## config.mk

```make
export PLATFORM = sky130hd
export DESIGN_NAME = spectrum_level_peak_tracker
export DESIGN_NICKNAME = d
export VERILOG_FILES = /design/src/rtl/core/slpt_pkg.sv /design/src/rtl/core/slpt_update.sv /design/src/rtl/core/spectrum_level_peak_tracker.sv
export VERILOG_INCLUDE_DIRS = /design/src /design/src/rtl/core
export SDC_FILE = /design/constraint.sdc
export NUM_CORES = 2
export LEC_CHECK = 0
export BUFFER_PORTS_ARGS = -buffer_cell sky130_fd_sc_hd__buf_2
export CAP_MARGIN = 25
export CORE_MARGIN = 2
export CORE_UTILIZATION = 30
export CTS_BUF_LIST = sky130_fd_sc_hd__clkbuf_4 sky130_fd_sc_hd__clkbuf_8
export CTS_CLUSTER_SIZE = 20
export DETAILED_ROUTE_END_ITERATION = 6
export PLACE_DENSITY = 0.44
export SLEW_MARGIN = 40
export SYNTH_ARGS = -nofsm -noshare
export SYNTH_HDL_FRONTEND = slang
export SYNTH_SLANG_ARGS = --single-unit
```

## constraint.sdc

```tcl
create_clock -name clk -period 13.8 [get_ports clk]
set_clock_uncertainty 0.2 [all_clocks]
set_input_delay 4.14 -clock clk [delete_from_list [all_inputs] [get_ports clk]]
set_output_delay 4.14 -clock clk [all_outputs]
set_load 0.005 [all_outputs]
```

## src/rtl/core/assert_macros.svh

```systemverilog
// ----------------------------------------------------------------------------
// assert_macros.svh
// Shared assertion macros for the spectrum level meter. Each use names its own
// label and message; clock and reset come from the enclosing module.
// ----------------------------------------------------------------------------
`ifndef ASSERT_MACROS_SVH
`define ASSERT_MACROS_SVH

// Property checked at every rising clock edge outside of reset.
`define SLPT_ASSERT(lbl, prop, msg) \
    lbl: assert property (@(posedge clk) disable iff (!rst_n) prop) else $error(msg);

// Condition that must never be seen outside of reset.
`define SLPT_ASSERT_NEVER(lbl, expr, msg) \
    `SLPT_ASSERT(lbl, !(expr), msg)

`endif

```

## src/rtl/core/slpt_pkg.sv

```systemverilog
// ----------------------------------------------------------------------------
// slpt_pkg
// Types, codes and constants shared by the spectrum level meter modules.
// ----------------------------------------------------------------------------
package slpt_pkg;

    // Stream word widths
    localparam int S_DATA_W = 16;   // channel, rssi_dbm
    localparam int S_USER_W = 3;    // operation, sweep_start
    localparam int M_DATA_W = 40;   // channel_out, level, peak, strongest_*

    localparam int CH_W    = 7;
    localparam int PCT_W   = 7;
    localparam int RSSI_W  = 8;
    localparam int GAIN_W  = 3;
    localparam int COUNT_W = 8;
    localparam int CFG_W   = 8;
    localparam int IDX_W   = 1;

    localparam logic [PCT_W-1:0]         PCT_MAX    = 7'd100;
    localparam logic signed [RSSI_W-1:0] RSSI_FLOOR = -8'sd88;
    localparam logic signed [RSSI_W-1:0] RSSI_CEIL  = -8'sd25;
    localparam logic signed [RSSI_W-1:0] BEST_RESET = -8'sd120;
    localparam logic [GAIN_W-1:0]        GAIN_RESET = 3'd2;
    localparam logic [COUNT_W-1:0]       COUNT_RESET = 8'd128;

    // Configuration register indexes
    localparam logic [IDX_W-1:0] REG_GAIN          = 1'b0;
    localparam logic [IDX_W-1:0] REG_CHANNEL_COUNT = 1'b1;

    // Operation codes carried in tuser
    typedef enum logic [1:0] {
        OP_SAMPLE = 2'd0,
        OP_TICK   = 2'd1,
        OP_CLEAR  = 2'd2,
        OP_NONE   = 2'd3
    } op_t;

    typedef enum logic {
        UPD_SAMPLE = 1'b0,
        UPD_TICK   = 1'b1
    } upd_kind_t;

    typedef struct packed {
        upd_kind_t        kind;
        logic [PCT_W-1:0] pct;
        logic [PCT_W-1:0] lvl;
        logic [PCT_W-1:0] pk;
    } upd_in_t;

    typedef struct packed {
        logic [PCT_W-1:0] lvl;
        logic [PCT_W-1:0] pk;
    } upd_out_t;

    // Percent for rssi offsets 0..63 above the floor: offset*100/63
    typedef logic [63:0][PCT_W-1:0] pct_lut_t;

    function automatic pct_lut_t build_pct_lut();
        pct_lut_t t;
        for (int i = 0; i < 64; i++)
        begin
            t[i] = PCT_W'(i * 100 / 63);
        end
        return t;
    endfunction

    localparam pct_lut_t PCT_LUT = build_pct_lut();

endpackage

```

## src/rtl/core/slpt_update.sv

```systemverilog
// ----------------------------------------------------------------------------
// slpt_update
// Per-entry update unit shared by samples and peak decay ticks.
// ----------------------------------------------------------------------------
module slpt_update (
    input  slpt_pkg::upd_in_t  upd_in,
    output slpt_pkg::upd_out_t upd_out
);
    import slpt_pkg::*;

    logic [8:0]       blend;
    logic [PCT_W-1:0] lvl_new;

    // level jumps up at once, otherwise decays toward the new value
    assign blend = ({2'b00, upd_in.lvl} * 9'd3) + {2'b00, upd_in.pct};

    always_comb
    begin
        if (upd_in.pct > upd_in.lvl)
        begin
            lvl_new = upd_in.pct;
        end
        else
        begin
            lvl_new = blend[8:2];
        end
    end

    always_comb
    begin
        unique case (upd_in.kind)
            UPD_SAMPLE:
            begin
                upd_out.lvl = lvl_new;
                upd_out.pk  = (lvl_new > upd_in.pk) ? lvl_new : upd_in.pk;
            end
            UPD_TICK:
            begin
                upd_out.lvl = upd_in.lvl;
                upd_out.pk  = (upd_in.pk > upd_in.lvl) ? upd_in.pk - 7'd1 : upd_in.pk;
            end
            default:
            begin
                upd_out.lvl = upd_in.lvl;
                upd_out.pk  = upd_in.pk;
            end
        endcase
    end

endmodule

```

## src/rtl/core/spectrum_level_peak_tracker.sv

```systemverilog
// A sample word goes through these steps from acceptance until the block is
// ready again: the read of the channel's level/peak entry from the store, then
// the shared update unit, which runs and writes it back. A decay tick walks the
// channels in use through the same unit, a read and a write step per channel;
// a clear writes zeros to all MAX_CHANNELS entries, one per cycle. After reset
// the block runs the same clearing pass before it takes its first word. A
// finished result sits in the output register and does not hold off the next
// input word, but a sample that reaches its update step while that result
// still waits holds there until the result is taken.
// ----------------------------------------------------------------------------
// spectrum_level_peak_tracker
// Per-channel spectrum meter with smoothed level, peak hold and strongest
// signal tracking per sweep.
// ----------------------------------------------------------------------------
`include "assert_macros.svh"

module spectrum_level_peak_tracker #(
    parameter int MAX_CHANNELS = 128
) (
    input  logic                          clk,
    input  logic                          rst_n,
    // configuration
    input  logic                          cfg_wr_en,
    input  logic [slpt_pkg::IDX_W-1:0]    cfg_index,
    input  logic [slpt_pkg::CFG_W-1:0]    cfg_data,
    // input words
    input  logic                          s_tvalid,
    output logic                          s_tready,
    input  logic [slpt_pkg::S_DATA_W-1:0] s_tdata,   // channel[6:0], rssi_dbm[14:7]
    input  logic [slpt_pkg::S_USER_W-1:0] s_tuser,   // operation[1:0], sweep_start[2]
    // result words
    output logic                          m_tvalid,
    input  logic                          m_tready,
    // channel_out[6:0], level[13:7], peak[20:14], strongest_channel[27:21],
    // strongest_rssi[35:28]
    output logic [slpt_pkg::M_DATA_W-1:0] m_tdata
);
    import slpt_pkg::*;

    localparam int AW = (MAX_CHANNELS > 2) ? $clog2(MAX_CHANNELS) : 1;
    localparam int CW = $clog2(MAX_CHANNELS + 1);
    localparam int WW = (CW > COUNT_W) ? CW : COUNT_W;
    localparam logic [AW-1:0] LAST_ENTRY = AW'(MAX_CHANNELS - 1);

    typedef enum logic [5:0] {
        S_CLEAR   = 6'b000001,
        S_IDLE    = 6'b000010,
        S_READ    = 6'b000100,
        S_CALC    = 6'b001000,
        S_TICK_RD = 6'b010000,
        S_TICK_WR = 6'b100000
    } state_t;

    state_t state_reg, state_next;

    logic [GAIN_W-1:0]  gain_reg;
    logic [COUNT_W-1:0] channel_count_reg;

    logic [AW-1:0]      idx_reg, idx_next;
    logic [CH_W-1:0]    ch_reg, ch_next;
    logic [RSSI_W-1:0]  rssi_reg, rssi_next;
    logic               sweep_reg, sweep_next;
    logic [PCT_W-1:0]   pct_reg, pct_next;

    logic signed [RSSI_W-1:0] best_rssi_reg, best_rssi_next;
    logic [CH_W-1:0]          best_channel_reg, best_channel_next;

    logic                m_tvalid_reg, m_tvalid_next;
    logic [M_DATA_W-1:0] m_tdata_reg, m_tdata_next;

    // level in [13:7], peak in [6:0]
    logic [2*PCT_W-1:0] store_mem [MAX_CHANNELS];
    logic [2*PCT_W-1:0] rd_word_reg;
    logic [AW-1:0]      rd_addr, wr_addr;
    logic [2*PCT_W-1:0] wr_word;
    logic               mem_we;

    logic [WW-1:0]  cc_ext, used;
    logic [AW-1:0]  used_last;
    op_t            in_op;
    logic [CH_W-1:0] in_ch;
    logic           in_valid_ch;
    logic           calc_go;

    logic signed [RSSI_W-1:0] rssi_s;
    logic signed [RSSI_W-1:0] base_rssi;
    logic [CH_W-1:0]          base_ch;
    logic [5:0]               pct_off;
    logic [9:0]               pct_raw;

    upd_in_t  upd_in;
    upd_out_t upd_out;

    // channels in use
    assign cc_ext    = WW'(channel_count_reg);
    assign used      = (cc_ext > WW'(MAX_CHANNELS)) ? WW'(MAX_CHANNELS) : cc_ext;
    assign used_last = AW'(used - WW'(1));

    assign in_op       = op_t'(s_tuser[1:0]);
    assign in_ch       = s_tdata[6:0];
    assign in_valid_ch = WW'(in_ch) < used;

    assign s_tready = (state_reg == S_IDLE);
    assign m_tvalid = m_tvalid_reg;
    assign m_tdata  = m_tdata_reg;

    assign calc_go = !m_tvalid_reg || m_tready;

    // rssi to percent: table lookup then gain, clamped later
    assign rssi_s = $signed(rssi_reg);
    always_comb
    begin
        if (rssi_s <= RSSI_FLOOR)
        begin
            pct_off = 6'd0;
        end
        else if (rssi_s > RSSI_CEIL)
        begin
            pct_off = 6'd63;
        end
        else
        begin
            pct_off = 6'(rssi_s - RSSI_FLOOR);
        end
    end
    assign pct_raw = {3'b000, PCT_LUT[pct_off]} * {7'd0, gain_reg};

    // strongest-signal tracking
    assign base_rssi = sweep_reg ? BEST_RESET : best_rssi_reg;
    assign base_ch   = sweep_reg ? '0 : best_channel_reg;

    assign upd_in.kind = (state_reg == S_CALC) ? UPD_SAMPLE : UPD_TICK;
    assign upd_in.pct  = pct_reg;
    assign upd_in.lvl  = rd_word_reg[2*PCT_W-1:PCT_W];
    assign upd_in.pk   = rd_word_reg[PCT_W-1:0];

    slpt_update u_update (
        .upd_in  (upd_in),
        .upd_out (upd_out)
    );

    // keep the sampled entry on the read port while the update step stalls
    assign rd_addr = ((state_reg == S_READ) || (state_reg == S_CALC)) ? AW'(ch_reg)
                                                                      : idx_reg;
    assign wr_addr = (state_reg == S_CALC) ? AW'(ch_reg) : idx_reg;
    assign wr_word = (state_reg == S_CLEAR) ? '0 : {upd_out.lvl, upd_out.pk};
    assign mem_we  = (state_reg == S_CLEAR) || (state_reg == S_TICK_WR)
                     || ((state_reg == S_CALC) && calc_go);

    always_ff @(posedge clk)
    begin
        if (mem_we)
        begin
            store_mem[wr_addr] <= wr_word;
        end
        rd_word_reg <= store_mem[rd_addr];
    end

    always_comb
    begin
        state_next        = state_reg;
        idx_next          = idx_reg;
        ch_next           = ch_reg;
        rssi_next         = rssi_reg;
        sweep_next        = sweep_reg;
        pct_next          = pct_reg;
        best_rssi_next    = best_rssi_reg;
        best_channel_next = best_channel_reg;
        m_tvalid_next     = m_tvalid_reg && !m_tready;
        m_tdata_next      = m_tdata_reg;

        unique case (state_reg)
            S_CLEAR:
            begin
                idx_next = idx_reg + AW'(1);
                if (idx_reg == LAST_ENTRY)
                begin
                    idx_next   = '0;
                    state_next = S_IDLE;
                end
            end
            S_IDLE:
            begin
                if (s_tvalid)
                begin
                    idx_next = '0;
                    unique case (in_op)
                        OP_SAMPLE:
                        begin
                            if (in_valid_ch)
                            begin
                                ch_next    = in_ch;
                                rssi_next  = s_tdata[14:7];
                                sweep_next = s_tuser[2];
                                state_next = S_READ;
                            end
                        end
                        OP_TICK:
                        begin
                            if (used != '0)
                            begin
                                state_next = S_TICK_RD;
                            end
                        end
                        OP_CLEAR:
                        begin
                            state_next = S_CLEAR;
                        end
                        default:
                        begin
                            state_next = S_IDLE;
                        end
                    endcase
                end
            end
            S_READ:
            begin
                pct_next   = (pct_raw > 10'(PCT_MAX)) ? PCT_MAX : pct_raw[PCT_W-1:0];
                state_next = S_CALC;
            end
            S_CALC:
            begin
                if (calc_go)
                begin
                    best_rssi_next    = base_rssi;
                    best_channel_next = base_ch;
                    if (rssi_s > base_rssi)
                    begin
                        best_rssi_next    = rssi_s;
                        best_channel_next = ch_reg;
                    end
                    m_tvalid_next = 1'b1;
                    m_tdata_next  = {4'b0000, best_rssi_next, best_channel_next,
                                     upd_out.pk, upd_out.lvl, ch_reg};
                    state_next    = S_IDLE;
                end
            end
            S_TICK_RD:
            begin
                state_next = S_TICK_WR;
            end
            S_TICK_WR:
            begin
                idx_next   = idx_reg + AW'(1);
                state_next = S_TICK_RD;
                if (idx_reg == used_last)
                begin
                    idx_next   = '0;
                    state_next = S_IDLE;
                end
            end
            default:
            begin
                state_next = S_IDLE;
            end
        endcase
    end

    always_ff @(posedge clk or negedge rst_n)
    begin
        if (!rst_n)
        begin
            state_reg         <= S_CLEAR;
            idx_reg           <= '0;
            gain_reg          <= GAIN_RESET;
            channel_count_reg <= COUNT_RESET;
            best_rssi_reg     <= BEST_RESET;
            best_channel_reg  <= '0;
            m_tvalid_reg      <= 1'b0;
        end
        else
        begin
            state_reg        <= state_next;
            idx_reg          <= idx_next;
            best_rssi_reg    <= best_rssi_next;
            best_channel_reg <= best_channel_next;
            m_tvalid_reg     <= m_tvalid_next;
            if (cfg_wr_en)
            begin
                unique case (cfg_index)
                    REG_GAIN:          gain_reg          <= cfg_data[GAIN_W-1:0];
                    REG_CHANNEL_COUNT: channel_count_reg <= cfg_data[COUNT_W-1:0];
                    default:           gain_reg          <= gain_reg;
                endcase
            end
        end
    end

    always_ff @(posedge clk)
    begin
        ch_reg      <= ch_next;
        rssi_reg    <= rssi_next;
        sweep_reg   <= sweep_next;
        pct_reg     <= pct_next;
        m_tdata_reg <= m_tdata_next;
    end

    // level stays within range and never above the held peak
    `SLPT_ASSERT(a_level_peak, m_tvalid |-> (m_tdata[13:7] <= PCT_MAX) && (m_tdata[20:14] >= m_tdata[13:7]), "level above peak or range")
    // the update stage is only reached through the read stage
    `SLPT_ASSERT(a_calc_after_read, (state_reg == S_CALC) && !$past(state_reg == S_CALC) |-> $past(state_reg == S_READ), "update without read")
    // tick walk stays inside the channels in use
    `SLPT_ASSERT_NEVER(a_tick_bound, ((state_reg == S_TICK_RD) || (state_reg == S_TICK_WR)) && (idx_reg > used_last), "tick index out of range")

endmodule

```

# Yosys cells after proc, flatten, opt, wreduce, memory -nomap -nowiden
# Memory sizes are Yosys's and may differ from the RTL's. A register that Yosys moved wholly into a read port is not among the register bits.
# Index checks and enable logic that the tools add are counted.
[classes]
muxes = 32
multipliers = 2
n_reduce_logical = 17
bitwise = 1
order_cmp = 10
add_sub_neg = 5
n_eq_ne = 15
[ops]
columns = ["cell", "n"]
rows = [
  ["$mux W7", 11],
  ["$mux W6", 7],
  ["$pmux W6 S6", 1],
  ["$pmux W14 S2", 1],
  ["$mux W8", 3],
  ["$gt A7 B7 Y1", 3],
  ["$pmux W7 S3", 1],
  ["$pmux W6 S3", 1],
  ["$mux W14", 1],
  ["$sub A7 B1 Y7 const B", 2],
  ["$gt A10 B7 Y1 const B", 1],
  ["$mul A7 B3 Y10", 1],
  ["$add A9 B7 Y9", 1],
  ["$mul A7 B2 Y9 const B", 1],
  ["$gt A8 B6 Y1 const B", 1],
  ["$gt A8 B8 Y1", 1],
  ["$gt A8 B8 Y1 const B", 1],
  ["$le A8 B8 Y1 const B", 1],
  ["$lt A7 B8 Y1", 1],
  ["$reduce_and A2 Y1", 4],
  ["$reduce_bool A8 Y1", 1],
  ["$add A7 B1 Y7 const B", 1],
  ["$eq A7 B7 Y1", 1],
  ["$eq A7 B7 Y1 const B", 1],
  ["other kinds (23)", 34],
]
[word_totals]
rom_bits = 448
memories = 2
out_inout_bits = 42
register_bits = 99
mem_bits_rw = 1792
[mem_list]
columns = ["memory", "depth", "width", "read_ports", "rd_ports_with_merged_regs", "wr", "line", "rtl"]
rows = [
  ["store_mem", 128, 14, 1, 1, 1, "spectrum_level_peak_tracker.sv:72", "logic [2*PCT_W-1:0] store_mem [MAX_CHANNELS];"],
  ["(no name shown)", 64, 7, 1, 0, 0, "spectrum_level_peak_tracker.sv:126", "assign pct_raw = {3'b000, PCT_LUT[pct_off]} * {7'd0, gain_reg};"],
]

# Depth between registers and ports, before layout
[logic_depth]
depth_word = 7
mapped_depth = 25
ltp_nobuf = 24

# Hierarchy
# Synthesis repeated with hierarchy kept, for this count alone.
[unflattened]
hier_cells = 5277
area_unflattened_um2 = 79526.3
[modules_own_cells]
columns = ["module", "seq_area_each_um2", "cells_each", "n_inst", "area_each_um2"]
rows = [
  ["spectrum_level_peak_tracker", 56870.8, 5102, 1, 78170.0],
  ["slpt_update", 0.0, 175, 1, 1356.3],
]

# Worst setup path after synthesis
# No wires, ideal clock.
[synth_path]
kind = "reg2reg"
start = "register pct_reg[1]"
end = "memory store_mem[0][2] in the netlist's numbering, data pin"
path_stages_with_launch = 18
period_less_slack_ns = 10.240
setup_ns = 1.214
required_ns = 12.386
path_slack_ns = 3.560
arrival_ns = 8.827
n_path_buf = 0
path_cell_list = "edfxtp_1 -> fa_1 -> and2_1 -> fa_1 -> a21o_1 -> a21oi_1 -> o21bai_1 -> a21oi_1 -> xnor2_1 -> mux2_2 -> ha_1 -> and4_1 -> nand4_1 -> nand2_1 -> a21oi_1 -> o21ai_0 -> o21ai_0 -> nor3b_1"
[synth_between]
elab_chain_cells = 6
[synth_rtl]
columns = ["item", "line", "rtl"]
rows = [
  ["start, declared", "spectrum_level_peak_tracker.sv:63", "logic [PCT_W-1:0] pct_reg, pct_next;"],
  ["start signal, assigned", "spectrum_level_peak_tracker.sv:294", "pct_reg <= pct_next;"],
  ["$add A9 B7 Y9 / $gt A7 B7 Y1 (equally long branches)", "slpt_update.sv:15, slpt_update.sv:19", ""],
  ["$mux W7 *", "slpt_update.sv:19", "if (upd_in.pct > upd_in.lvl)"],
  ["$gt A7 B7 Y1", "slpt_update.sv:35", "upd_out.pk = (lvl_new > upd_in.pk) ? lvl_new : upd_in.pk;"],
  ["$mux W7 *", "slpt_update.sv:35", ""],
  ["$pmux W14 S2 *", "slpt_update.sv:31", "unique case (upd_in.kind)"],
  ["$mux W14 *", "spectrum_level_peak_tracker.sv:146", "assign wr_word = (state_reg == S_CLEAR) ? '0 : {upd_out.lvl, upd_out.pk};"],
  ["via wr_word[2]", "spectrum_level_peak_tracker.sv:75", "logic [2*PCT_W-1:0] wr_word;"],
  ["end, declared", "spectrum_level_peak_tracker.sv:72", ""],
]
# Mark *: on every way through the listed nets, which the timed path passes. The rest lies on a longest branch.

# Worst setup path after layout
[layout_path]
start = "register state_reg[2]"
end = "output s_tready"
[layout_between]
elab_chain_cells = 1
[layout_rtl]
columns = ["item", "line", "rtl"]
rows = [
  ["start, declared", "spectrum_level_peak_tracker.sv:54", "state_t state_reg, state_next;"],
  ["start signal, assigned", "spectrum_level_peak_tracker.sv:273", "state_reg <= state_next;"],
  ["$eq A6 B2 Y1", "spectrum_level_peak_tracker.sv:103", "assign s_tready = (state_reg == S_IDLE);"],
  ["end, declared", "spectrum_level_peak_tracker.sv:28", "output logic s_tready,"],
]
# Every way passes these cells.

==> impl_metrics.tcl <==
set metrics [dict create \
    status "finished clean" \
    final_max_slew_viol_count 0 \
    ios 75 \
    clockBufferDepth 4 \
    synth_top_family_by_area "compound AO/OA/AOI/OAI gates" \
    netlist_area_sq_um 80600 \
    slowest_stage "dfrtp_1" \
    layout.nets 6083 \
    synth_area_per_cell_sq_um 14.1 \
    synthAdderAreaFrac 0.0130 \
    path_buf_inv 2 \
    ys_warn_count 0 \
    p_per_area_nw_per_um2 200 \
    drt-total-wl_um 264000 \
    yosysMostFrequentCell "edfxtp_1" \
    r2r_cells 12 \
    post_cts_buffers 0 \
    ctsResizeCount 0 \
    p_int_mw 11.9 \
    grt_max_degree 173 \
    critical_path.endpoint "s_tready" \
    start_util 0.301 \
    setup_viol 0 \
    drtIter0Drc 5012 \
    path_class "reg -> out" \
    grt_pass1_wl_um 375000 \
    p_clk_frac 0.276 \
    ant_nets 0 \
    fin_util 0.347 \
    drc_errors 0 \
    yosys.area.top_type_share 0.690 \
    wl_per_cell_um 27.0 \
    largest_reg_flops 1792 \
    fin_crit_ns 6.94 \
    antenna_found_initial 9 \
    tightest_slew_ns 1.01 \
    dieArea_sq_um 273000 \
    cts_max_level 5 \
    r2r-start "state_reg[2]" \
    timing.rr.end "rd_word_reg[9]" \
    crit_family "simple AND/OR/NAND/NOR gates" \
    finalSetupTns_ns 0 \
    yosys_most_used_dff "edfxtp_1" \
    synthMuxAreaShare 0.0397 \
    synth_cells 5718 \
    hold_buffers 0 \
    cts_sinks 1905 \
    track_usage 0.189 \
    path_cells "nor4b_1, nand2_1, inv_1, buf_2" \
    p_sw_mw 6.70 \
    numCtsBuffers 354 \
    place_congestion 0.842 \
    post-place-ws_ns 6.41 \
    finalWorstSetupSlack_ns 6.86 \
    yosysTopAreaCell "edfxtp_1" \
    critPathArrivalTime_ns 2.60 \
    synth_compound_area_frac 0.124 \
    grt_pass1_vias 50281 \
    cp_max_fo 9 \
    synthXorXnorAreaFrac 0.00272 \
    cellLeakagePower_nw 30.7 \
    ys_top_cells_by_area "edfxtp_1, nand2_1, mux2i_1" \
    synth-simple-area-share 0.0858 \
    io_buffers 69 \
    fmax_mhz 144 \
    yosys-top-cells-count "edfxtp_1, nand2_1, a21oi_1" \
    core_sq_um 267000 \
    rsz0062_at_grt "false" \
    ff2ff_setup_slack_ns 7.05 \
    num_vias 51692 \
    dp_hpwl_um 153000 \
    path_depth 4 \
    fin_area_sq_um 92800 \
    slowest_delay_ns 0.56 \
    p_comb_frac 0.310 \
    maxSlewHeadroom 0.330 \
    place_area_sq_um 86200 \
    seq_power_share 0.415 \
    vdd_drop_max_v 0.000197 \
    startpoint "state_reg[2]" \
    clock_latency_ns 1.09 \
    max_cap_viol_count 0 \
    swShare 0.361 \
    drive_above_1_share 0.168 \
    die_h_um 522 \
    crit_required_ns 9.46 \
    finalHoldViolCount 0 \
    areaGrowthSynthToFinish_pct 15.3 \
    cp-end-kind "primary output" \
    tritoncts "yes" \
    die_w_um 522 \
    holdCritPathClass "reg -> reg" \
    viasPerCell 5.29 \
    synth_edf_count 1851 \
    dr.pass1.iters 5 \
    hold_slack_ns 0.295 \
    ys_ff_latch 1905 \
    synth_cell_type_count 97 \
    grt.overflow.total 0 \
    root_buffer "clkbuf_8" \
    yosysSeqAreaShare 0.706 \
    period_share 0.503 \
    critPathLaunchType "flop" \
    num_rows 190 \
    async_reset_ff_frac 0.0210 \
    cts.clk_slew.worst_paths_ns 0.06 \
]
[layer usage]
layer | track usage | routed length, um | vias up
li1 | - | - | 22964
met1 | 0.269 | 121000 | 26602
met2 | 0.294 | 120000 | 1742
met3 | 0.0281 | 14500 | 382
met4 | 0.0614 | 8280 | 2
met5 | 0 | 8 | -
[area by class of cell]
type / instances / area [sq um]
fill: 25870 / 175000
sequential: 1905 / 56900
multi-input combinational: 3301 / 22100
clock buffer: 490 / 5940
tap: 3552 / 4440
timing repair buffer: 327 / 2630
clock inverter: 108 / 529
inverter: 85 / 319
antenna: 10 / 25.0
[how the worst min path moves through the flow]
| stage | startpoint | to | slack, ns | cells past startpoint |
|---|---|---|---|---|
| floorplan | ch_reg[0] | m_tdata[0] | 0.22 | 0 |
| detailed placement | best_channel_reg[4] | best_channel_reg[4] | 0.27 | 1 |
| CTS | best_rssi_reg[0] | best_rssi_reg[0] | 0.30 | 1 |
| finish | best_rssi_reg[0] | best_rssi_reg[0] | 0.29 | 1 |
| global placement | best_channel_reg[4] | best_channel_reg[4] | 0.27 | 1 |
| global route | best_rssi_reg[0] | best_rssi_reg[0] | 0.31 | 1 |
[power by group through the flow]
stage | sequential [mW] | clock (mW) | combinational (mW)
2_1_floorplan | 8.02 | 0 | 3.08
3_3_place_gp | 7.83 | 0 | 5.60
3_5_place_dp | 7.83 | 0 | 5.75
4_1_cts | 7.71 | 5.26 | 5.77
5_1_grt | 7.71 | 5.51 | 6.17
6_report | 7.70 | 5.12 | 5.75
[per-stage QoR]
stage / total power, mW / instances
global placement: 13.4 / 9161
global route: 19.4 / 9772
detailed placement: 13.6 / 9165
floorplan: 11.1 / 5721
finish: 18.6 / 9778
CTS: 18.7 / 9763
[logic make-up (layout without fill, tap and decap cells)]
group / after synthesis / in the layout
muxes: 280 / 280
other: 1 / 14
adders and majority gates: 76 / 76
AOI/OAI and AO/OA: 1448 / 1448
xor gates and xnor gates: 22 / 22
and+or+nand+nor: 1471 / 1471
buffers and inverters: 515 / 1010
DFF: 1905 / 1905
[worst reg2reg max path: stages, from the launching register on]
cell and delay [ns]:
dfrtp_1 0.66, xor2_2 0.16, buf_4 0.35, nand3_4 0.57, nand2_8 0.79, buf_4 0.78
buf_12 0.60, nand3_1 0.27, a2111oi_0 0.73, a2111oi_0 0.18, buf_4 0.21, a21oi_1 0.67
a22oi_1 0.32
[cells in the final DEF (no fill, tap or decap), types with 24 or more instances in the layout]
master / instances
a21boi_0: 42
a211oi_1: 178
dfrtp_1: 35
a2111oi_0: 69
buf_2: 68
clkinv_2: 24
inv_1: 83
and3_1: 199
clkbuf_4: 129
o41ai_1: 26
a31oi_1: 31
mux2i_1: 234
o22ai_1: 91
a32oi_1: 42
o32ai_1: 32
o21ai_0: 235
edfxtp_1: 1851
nand3_1: 220
nor2_1: 177
clkinv_1: 72
a21oi_1: 285
a311oi_1: 38
o211ai_1: 33
a22o_1: 40
nand2b_1: 36
o22a_1: 27
a22oi_1: 28
nor4_1: 36
buf_4: 218
nand2_1: 633
mux4_2: 30
ha_1: 63
clkbuf_8: 361
(Power assumes the default switching activity.)
